--- config.mk ---
export PLATFORM = sky130hd
export DESIGN_NAME = min_square_count_dp_core
export DESIGN_NICKNAME = d
export VERILOG_FILES = /design/src/rtl/msc_pkg.sv /design/src/rtl/msc_ram.sv /design/src/rtl/msc_seq.sv /design/src/rtl/min_square_count_dp_core.sv
export SDC_FILE = /design/constraint.sdc
export NUM_CORES = 2
export LEC_CHECK = 0
export ABC_AREA = 1
export BUFFER_PORTS_ARGS = -buffer_cell sky130_fd_sc_hd__buf_4
export CAP_MARGIN = 20
export CORE_UTILIZATION = 30
export DETAILED_ROUTE_END_ITERATION = 7
export GPL_TIMING_DRIVEN = 1
export PLACE_DENSITY = 0.41
export SYNTH_ARGS = -nofsm -noshare
export SYNTH_HDL_FRONTEND = slang
export SYNTH_SLANG_ARGS = --single-unit
--- constraint.sdc ---
create_clock -name aclk -period 52.4 [get_ports aclk]
set_clock_uncertainty 0.2 [all_clocks]
set_input_delay 5.24 -clock aclk [delete_from_list [all_inputs] [get_ports aclk]]
set_output_delay 5.24 -clock aclk [all_outputs]
set_load 0.02 [all_outputs]
--- src/rtl/msc_pkg.sv ---
// shared constants and types for the minimum square count core
// no dependencies; imported by msc_seq and the top level
package msc_pkg;

    // largest target kept in the scratch table
    localparam int MAX_N       = 1023;
    // width of the incoming target field
    localparam int N_W         = 10;
    // width of a table entry and of the result
    localparam int COUNT_W     = 3;
    // targets up to this value answer themselves
    localparam int SMALL_LIMIT = 3;

    localparam int ADDR_W = $clog2(MAX_N + 1);
    // running square x*x may pass i by one odd step
    localparam int SQ_W   = ADDR_W + 1;
    // odd increment 2x+1, x up to about sqrt(MAX_N)+1
    localparam int ODD_W  = (ADDR_W + 1) / 2 + 2;
    // working minimum, wide enough for 1 + largest entry
    localparam int BEST_W = COUNT_W + 1;
    // counter over the seed entries 0..SMALL_LIMIT
    localparam int INIT_W = $clog2(SMALL_LIMIT + 1);
    // no target ever needs more than four squares
    localparam int MAX_COUNT = 4;

    // table access request from the sequencer
    typedef struct packed {
        logic               we;
        logic [ADDR_W-1:0]  waddr;
        logic [COUNT_W-1:0] wdata;
        logic [ADDR_W-1:0]  raddr;
    } msc_mem_req_t;

    // finished answer handed to the output register
    typedef struct packed {
        logic               valid;
        logic [COUNT_W-1:0] count;
    } msc_res_t;

endpackage

--- src/rtl/msc_ram.sv ---
// generic single-clock ram, one write port and one read port
// read data registered; no package dependency
module msc_ram #(
    parameter int WIDTH = 8,
    parameter int DEPTH = 256
) (
    input  logic                     aclk,
    input  logic                     we,
    input  logic [$clog2(DEPTH)-1:0] waddr,
    input  logic [WIDTH-1:0]         wdata,
    input  logic [$clog2(DEPTH)-1:0] raddr,
    output logic [WIDTH-1:0]         rdata
);

    logic [WIDTH-1:0] mem_reg [DEPTH];
    logic [WIDTH-1:0] rdata_reg;

    // write port and registered read port
    always_ff @(posedge aclk) begin
        if (we) begin
            mem_reg[waddr] <= wdata;
        end
        rdata_reg <= mem_reg[raddr];
    end

    assign rdata = rdata_reg;

endmodule

--- src/rtl/msc_seq.sv ---
// sequencer: answers small targets directly; otherwise seeds the scratch table, then fills it bottom-up
// depends on msc_pkg; drives the table ram through an msc_mem_req_t
module msc_seq
    import msc_pkg::*;
(
    input  logic               aclk,
    input  logic               aresetn,
    input  logic               s_valid,
    output logic               s_ready,
    input  logic [N_W-1:0]     n_value,
    input  logic               out_free,
    output msc_res_t           res,
    output msc_mem_req_t       mem,
    input  logic [COUNT_W-1:0] rd_data
);

    typedef enum logic [2:0] {
        S_IDLE,
        S_INIT,
        S_SCAN,
        S_WRITE,
        S_OUT
    } state_t;

    state_t              state_reg;
    logic [ADDR_W-1:0]   n_reg;
    logic [ADDR_W-1:0]   i_reg;
    logic [SQ_W-1:0]     sq_reg;
    logic [ODD_W-1:0]    odd_reg;
    logic [BEST_W-1:0]   best_reg;
    logic                pend_reg;
    logic [INIT_W-1:0]   ctr_reg;
    logic [COUNT_W-1:0]  ans_reg;

    logic [ADDR_W-1:0]   n_sat;
    logic [BEST_W-1:0]   cand;
    logic [BEST_W-1:0]   folded;
    logic                issue;

    // clamp target to the table size
    always_comb begin
        if (32'(n_value) > MAX_N) begin
            n_sat = ADDR_W'(MAX_N);
        end else begin
            n_sat = ADDR_W'(n_value);
        end
    end

    // fold the entry read last cycle into the running minimum
    assign cand   = BEST_W'(rd_data) + BEST_W'(1);
    assign folded = (pend_reg && (cand < best_reg)) ? cand : best_reg;

    // a read goes out while x*x <= i
    assign issue = (state_reg == S_SCAN) && (sq_reg <= {1'b0, i_reg});

    // table port
    always_comb begin
        mem.raddr = ADDR_W'({1'b0, i_reg} - sq_reg);
        mem.we    = (state_reg == S_INIT) || (state_reg == S_WRITE);
        if (state_reg == S_INIT) begin
            mem.waddr = ADDR_W'(ctr_reg);
            mem.wdata = COUNT_W'(ctr_reg);
        end else begin
            mem.waddr = i_reg;
            mem.wdata = COUNT_W'(best_reg);
        end
    end

    assign s_ready   = (state_reg == S_IDLE);
    assign res.valid = (state_reg == S_OUT) && out_free;
    assign res.count = ans_reg;

    // control state and working registers
    always_ff @(posedge aclk) begin
        if (!aresetn) begin
            state_reg <= S_IDLE;
            pend_reg  <= 1'b0;
        end else begin
            unique case (state_reg)
                S_IDLE: begin
                    pend_reg <= 1'b0;
                    if (s_valid) begin
                        n_reg <= n_sat;
                        if (n_sat <= ADDR_W'(SMALL_LIMIT)) begin
                            ans_reg   <= COUNT_W'(n_sat);
                            state_reg <= S_OUT;
                        end else begin
                            ctr_reg   <= '0;
                            state_reg <= S_INIT;
                        end
                    end
                end
                S_INIT: begin
                    ctr_reg <= ctr_reg + INIT_W'(1);
                    if (ctr_reg == INIT_W'(SMALL_LIMIT)) begin
                        i_reg     <= ADDR_W'(SMALL_LIMIT + 1);
                        sq_reg    <= SQ_W'(1);
                        odd_reg   <= ODD_W'(3);
                        // x = 1 candidate always lowers an all-ones start
                        best_reg  <= '1;
                        pend_reg  <= 1'b0;
                        state_reg <= S_SCAN;
                    end
                end
                S_SCAN: begin
                    best_reg <= folded;
                    pend_reg <= issue;
                    if (issue) begin
                        sq_reg  <= sq_reg + SQ_W'(odd_reg);
                        odd_reg <= odd_reg + ODD_W'(2);
                    end else begin
                        state_reg <= S_WRITE;
                    end
                end
                S_WRITE: begin
                    pend_reg <= 1'b0;
                    if (i_reg == n_reg) begin
                        ans_reg   <= COUNT_W'(best_reg);
                        state_reg <= S_OUT;
                    end else begin
                        i_reg     <= i_reg + ADDR_W'(1);
                        sq_reg    <= SQ_W'(1);
                        odd_reg   <= ODD_W'(3);
                        best_reg  <= '1;
                        state_reg <= S_SCAN;
                    end
                end
                S_OUT: begin
                    if (out_free) begin
                        state_reg <= S_IDLE;
                    end
                end
                default: begin
                    state_reg <= S_IDLE;
                end
            endcase
        end
    end

`ifndef SYNTH
    // reads only reach entries below the one being built
    a_read_below: assert property (@(posedge aclk) disable iff (!aresetn)
        issue |-> (mem.raddr < i_reg))
        else $error("table read at or above current entry");

    // a stored entry never exceeds four squares
    a_entry_bound: assert property (@(posedge aclk) disable iff (!aresetn)
        (state_reg == S_WRITE) |-> (best_reg <= BEST_W'(MAX_COUNT)))
        else $error("table entry above four");

    // every read issued is folded in the following cycle
    a_fold_next: assert property (@(posedge aclk) disable iff (!aresetn)
        issue |=> pend_reg)
        else $error("issued read not folded");

    // the sequencer takes no transaction while an answer is pending
    a_no_accept_busy: assert property (@(posedge aclk) disable iff (!aresetn)
        res.valid |-> !s_ready)
        else $error("accept while answer pending");
`endif

endmodule

--- src/rtl/min_square_count_dp_core.sv ---
// top level of the minimum square count core
// depends on msc_pkg, msc_seq and msc_ram
//
// Answers, for each target n on s_n_value, the least number of perfect
// squares that sum to n (0..4). Targets 0..3 answer directly.
// Larger targets seed entries 0..3 of a 1024 x 3 scratch ram, then build
// each entry i from 4 to n, one table read a cycle through the single
// read port. One transaction is worked on at a time; the answer sits in an
// output register, and the next target is taken as soon as it has been
// handed over to that register.
module min_square_count_dp_core
    import msc_pkg::*;
(
    input  logic               aclk,
    input  logic               aresetn,
    input  logic               s_valid,
    output logic               s_ready,
    input  logic [N_W-1:0]     s_n_value,
    output logic               m_valid,
    input  logic               m_ready,
    output logic [COUNT_W-1:0] m_min_count
);

    msc_mem_req_t        mem;
    msc_res_t            res;
    logic [COUNT_W-1:0]  rd_data;
    logic                out_free;

    logic                m_valid_reg;
    logic [COUNT_W-1:0]  m_min_count_reg;

    // sequencer
    msc_seq u_seq (
        .aclk     (aclk),
        .aresetn  (aresetn),
        .s_valid  (s_valid),
        .s_ready  (s_ready),
        .n_value  (s_n_value),
        .out_free (out_free),
        .res      (res),
        .mem      (mem),
        .rd_data  (rd_data)
    );

    // scratch table
    msc_ram #(
        .WIDTH (COUNT_W),
        .DEPTH (MAX_N + 1)
    ) u_table (
        .aclk  (aclk),
        .we    (mem.we),
        .waddr (mem.waddr),
        .wdata (mem.wdata),
        .raddr (mem.raddr),
        .rdata (rd_data)
    );

    // output register
    assign out_free = !m_valid_reg || m_ready;

    always_ff @(posedge aclk) begin
        if (!aresetn) begin
            m_valid_reg <= 1'b0;
        end else if (res.valid) begin
            m_valid_reg     <= 1'b1;
            m_min_count_reg <= res.count;
        end else if (m_ready) begin
            m_valid_reg <= 1'b0;
        end
    end

    assign m_valid     = m_valid_reg;
    assign m_min_count = m_min_count_reg;

endmodule
# Yosys cells after proc, flatten, opt, wreduce, memory -nomap -nowiden
# Memory sizes are Yosys's and may differ from the RTL's. A register that Yosys moved wholly into a read port is not among the register bits.
# Index checks and enable logic that the tools add are counted.
# classes
add_sub_neg,6
multipliers,0
div,0
magnitude_cmp,3
n_eq_ne,16
shift,0
muxes,36
bitwise,0
n_reduce_logical,23
# ops
op,n
$mux 11,3
$pmux 11 s3,1
$mux 3,9
$mux 7,3
$pmux 7 s3,1
$mux 10,2
$pmux 10 s2,1
$pmux 3 s5,1
$reduce_and 5->1,3
$mux 13,1
$mux 4,3
$ne 2x2->1 const B,6
$pmux 4 s3,1
$reduce_and 4->1,3
$add 11x7->11,1
$le 11x10->1,1
$add 10x1->10 const B,1
$eq 10x10->1,1
$le 10x2->1 const B,1
$sub 10x10->10,1
$ne 2x1->1 const B,4
$reduce_bool 2->1,4
$add 7x2->7 const B,1
$eq 3x2->1 const B,2
19 further kinds,29
# word_totals
ff_bits,55
latchBits,0
mem_bits_rw,3072
mem_bits_ro,0
inputBits,14
output_inout_bits,5
word_cells,96
memories,1
# mem_list
name,depth,word_bits,read_ports,rd_ports_with_merged_regs,wr,line,rtl
u_table.mem_reg,1024,3,1,1,1,msc_ram.sv:15,logic [WIDTH-1:0] mem_reg [DEPTH];

# Logic depth before layout (Yosys ltp)
# depth
ltp_word,5
ltp_mapped,20
ltp_nobuf,19

# Cells and area by module
# A second synthesis with hierarchy kept.
# hier_totals
cells_unflattened,11710
area_unflattened_um2,131899.0
# by_module_without_submodules
mod,instances,cells_per_inst,area_each_um2,seq_area_each_um2
msc_ram,1,11278,128276.8,92308.5
msc_seq,1,422,3488.3,1461.4
min_square_count_dp_core,1,10,133.9,110.1

# Least setup slack after synthesis
# Ideal clock, no wire load.
# synth_path
path_type,reg-to-reg
from,reg u_seq.state_reg[2]
to,"mem u_table.mem_reg[0][1] (netlist bit), data pin"
setup_ns,8.130
arrival_time_ns,40.136
required_ns,44.070
setup_slack_ns,3.934
path_stages_with_launch,5
path_buffers,0
period_less_slack_ns,48.466
cell_sequence,dfxtp_1 > nor2_4 > inv_2 > nor2_8 > o21ai_0
# synth_rtl
item,line,rtl
"start, declared",msc_seq.sv:25,state_t state_reg;
"start signal, assigned",msc_seq.sv:76,state_reg <= S_IDLE;
"start signal, assigned",msc_seq.sv:86,state_reg <= S_OUT;
"start signal, assigned",msc_seq.sv:89,state_reg <= S_INIT;
"end, declared",msc_ram.sv:15,

# Worst setup path after layout
# layout_path
from,reg u_seq.state_reg[1]
to,out s_ready
# layout_between
elab_chain_cells,1
# layout_rtl
item,line,rtl
$logic_not 3->1,msc_seq.sv:69,assign s_ready = (state_reg == S_IDLE);
"end, declared",min_square_count_dp_core.sv:17,"output logic s_ready,"
# No other way between the ends.

==> out/metrics.csv <==
stage,metric,value,unit
outcome,status,completed,
synth,Post-synth top flop,edfxtp_1,
sta,worst-margin pin slew,1.15,ns
cells_and_area,Final Cell Area,149000,sq um
route,vias,89800,
clocking,CTS tree,done,
worst_setup_path,Crit Path Max Fanout,5,
sta,setup_tns,0,ns
die,I/O pin count,19,
worst_setup_path,Critical-path top delay cell,dfxtp_1,
min_path,Min-Delay Startpoint,u_seq.ans_reg[2]$_DFFE_PP_,
pwr,PwrDens,46.9,nW/um^2
synth,area of the mapped netlist,132000,sq um
clocking,"CTS clk-pin slew, worst paths",0.05,ns
route,drt initial violations,8055,
worst_setup_path,CP dominant cell by count,inv_1,
synth,Synth Register Bits,3129,
clocking,H-tree depth,5,
worst_setup_path,crit path kind,flop to primary output,
global_route,initial antenna violation count,33,
worst_setup_path,FF-to-FF path depth,19,
sta,Slew HR,0.232,
placement,dpl cells,17100,
die,starting density of the core,0.302,
route,Routed WL per cell,25.1,um
placement,GPL Wtd Cong,0.799,
route,mean number of vias per cell,5.05,
cells_and_area,max reg flops,3072,
run,Max-Cap Viols,0,
cells_and_area,area of the multi-input gates,34200,sq um
cells_and_area,Register Area,93900,sq um
worst_setup_path,CP required,46.96,ns
sta,Final Setup Violations,0,
sta,final hold violation count,0,
global_route,vias in the first global route,90200,
clocking,postcts setup bufs,0,
worst_setup_path,WP data arrival,1.91,ns
min_path,Hold Path Depth,0,
die,Die Ht,664,um
cells_and_area,Fillers,43400,
cells_and_area,non-filler instance count after layout,17800,
synth,sequential-to-total area share from yosys stat,0.713,
pwr,Max VDD drop,0.0305,mV
synth,Syn Nets,12100,
pwr,Pleak,50.9,nW
global_route,largest net degree at the start of global routing,187,
clocking,clock sink total,3129,
sta,final cycle utilization of the critical path,0.140,
route,ANT nets after route,0,
placement,I/O Buffers,18,
die,row count,242,
clocking,PostCTS Resize Cnt,0,
cells_and_area,most frequent cells in the layout,"nand2_1, edfxtp_1, nand3_1",
sta,Period minus WS final,7.35,ns
synth,Mapped Cells,12100,
min_path,worst hold path endpoint,m_min_count[2]$_DFFE_PP_,
cells_and_area,"most common cell after layout, fill and taps aside",nand2_1,
global_route,grt ovf,0,
placement,Placed Area,138000,sq um
sta,RSZ-0062 raised after global routing,no,
worst_setup_path,worst-path cell chain,"inv_1, nand2_1, inv_1, buf_4",
worst_setup_path,reg2reg start,u_seq.sq_reg[0]$_SDFFCE_PP1P_,
worst_setup_path,CP endpoint kind,primary output,
synth,"EDFF count, synth",3121,
die,placeable core region,436000,sq um
die,die area,442000,sq um
synth,"Avg Cell Area, Syn",10.9,sq um
route,DRC Markers,0,
cells_and_area,final core occ,0.341,
global_route,Tot GR Track Use,0.198,
clocking,clk buf depth,4,
global_route,first-pass GRT wire length,640,mm
worst_setup_path,startpoint types,flop,
synth,Ys Warns,0,
worst_setup_path,biggest cell delay along the critical path,0.50,ns
worst_setup_path,"reg-to-reg slack, setup",45.34,ns
synth,Synth cell types,37,
route,DR pass1 iterations,8,
clocking,CTS Buf Count,349,
sta,max-slew violations,0,
cells_and_area,Syn-to-layout area delta,12.8,%
worst_setup_path,RR Endpoint,u_table.rdata[0]$_DFF_P_,
clocking,clock latency on the worst-skew pair,0.94,ns
cells_and_area,fraction of layout cells with a size suffix above 1,0.0633,
cells_and_area,net total in the final layout,11800,
sta,FMAX,136,MHz
placement,Detailed Place HPWL,247,mm
die,chip width,664,um
clocking,CTS root buffer,clkbuf_16,
synth,ys async rst share,0,
min_path,Hold Crit Class,flop to flop,
clocking,hold_buf cts,0,
route,final WL,446,mm
==> critical path: cells and delay by family, from the launching register on <==
| family | cells | cell delay [ns] |
|---|---|---|
| buf+inv | 3 | 0.34 |
| flops | 1 | 0.50 |
| simple gates | 1 | 0.15 |
==> per-stage QoR <==
stage | hold WS (ns) | total power, mW | setup WS, ns
floorplan | 0.200 | 4.34 | 3.93
global placement | 0.219 | 4.64 | 45.14
detailed placement | 0.225 | 4.64 | 45.18
CTS | 0.238 | 7.05 | 44.95
global route | 0.240 | 7.26 | 44.74
finish | 0.233 | 6.97 | 45.05
==> final cells by class <==
cell class,count,area share
inverter,124,0.00337
clock inverter,198,0.0117
sequential,3129,0.632
timing repair buffer,209,0.0118
clock buffer,426,0.0624
multi-input combinational,7933,0.230
antenna,10,0.000168
tap,5734,0.0483
==> routing by layer <==
metal / vias up / wire length, um / GRT usage
li1: 41200 / - / -
met1: 45300 / 201000 / 0.275
met2: 2695 / 208000 / 0.327
met3: 584 / 23600 / 0.0211
met4: 2 / 13000 / 0.0560
met5: - / 17 / 0
==> report_power, final <==
group	leakage [nW]	internal, mW	switching [mW]
registers	27.8	2.95	0.0133
clock network	5.39	1.39	1.02
logic	17.7	0.333	1.26
total	50.9	4.68	2.29
==> kinds of logic after synthesis <==
group | count (synthesis) | synth area share
simple gates | 7816 | 0.250
fa+ha+maj | 35 | 0.00344
xor+xnor | 13 | 0.000865
flops | 3129 | 0.713
buf+inv | 1000 | 0.0301
compound gates | 69 | 0.00297
==> worst max path at each step <==
stage / from / endpoint / slack [ns] / cells past startpoint
after floorplan: u_seq.state_reg[2]$_SDFFE_PN0P_ / u_table.mem_reg[0][1]$_DFFE_PP_ / 3.93 / 4
final: u_seq.state_reg[1]$_SDFFE_PN0P_ / s_ready / 45.05 / 4
after detailed placement: u_seq.state_reg[2]$_SDFFE_PN0P_ / u_table.mem_reg[280][2]$_DFFE_PP_ / 45.18 / 12
after CTS: u_seq.state_reg[1]$_SDFFE_PN0P_ / s_ready / 44.95 / 4
after global placement: u_seq.state_reg[2]$_SDFFE_PN0P_ / u_table.mem_reg[283][2]$_DFFE_PP_ / 45.14 / 12
after global routing: u_seq.sq_reg[0]$_SDFFCE_PP1P_ / u_table.rdata[0]$_DFF_P_ / 44.74 / 19
==> cell usage after synthesis (4+ instances only) <==
cell type | number | share of area
buf_1 | 163 | 0.0046
edfxtp_1 | 3121 | 0.71
inv_1 | 113 | 0.0032
a21oi_1 | 35 | 0.0013
buf_2 | 159 | 0.0060
o21ai_0 | 18 | 0.00068
nand2_1 | 3955 | 0.11
nor2_2 | 4 | 0.00019
nand4_1 | 10 | 0.00048
xnor2_1 | 5 | 0.00033
xor2_1 | 8 | 0.00053
clkbuf_1 | 552 | 0.016
or2_2 | 6 | 0.00029
inv_2 | 10 | 0.00029
nor2_1 | 1089 | 0.031
dfxtp_1 | 8 | 0.0012
ha_1 | 33 | 0.0031
nor3_1 | 24 | 0.00091
nand3_1 | 2719 | 0.10
nor4_1 | 5 | 0.00024
No activity file was read; power rests on OpenSTA's default activity.
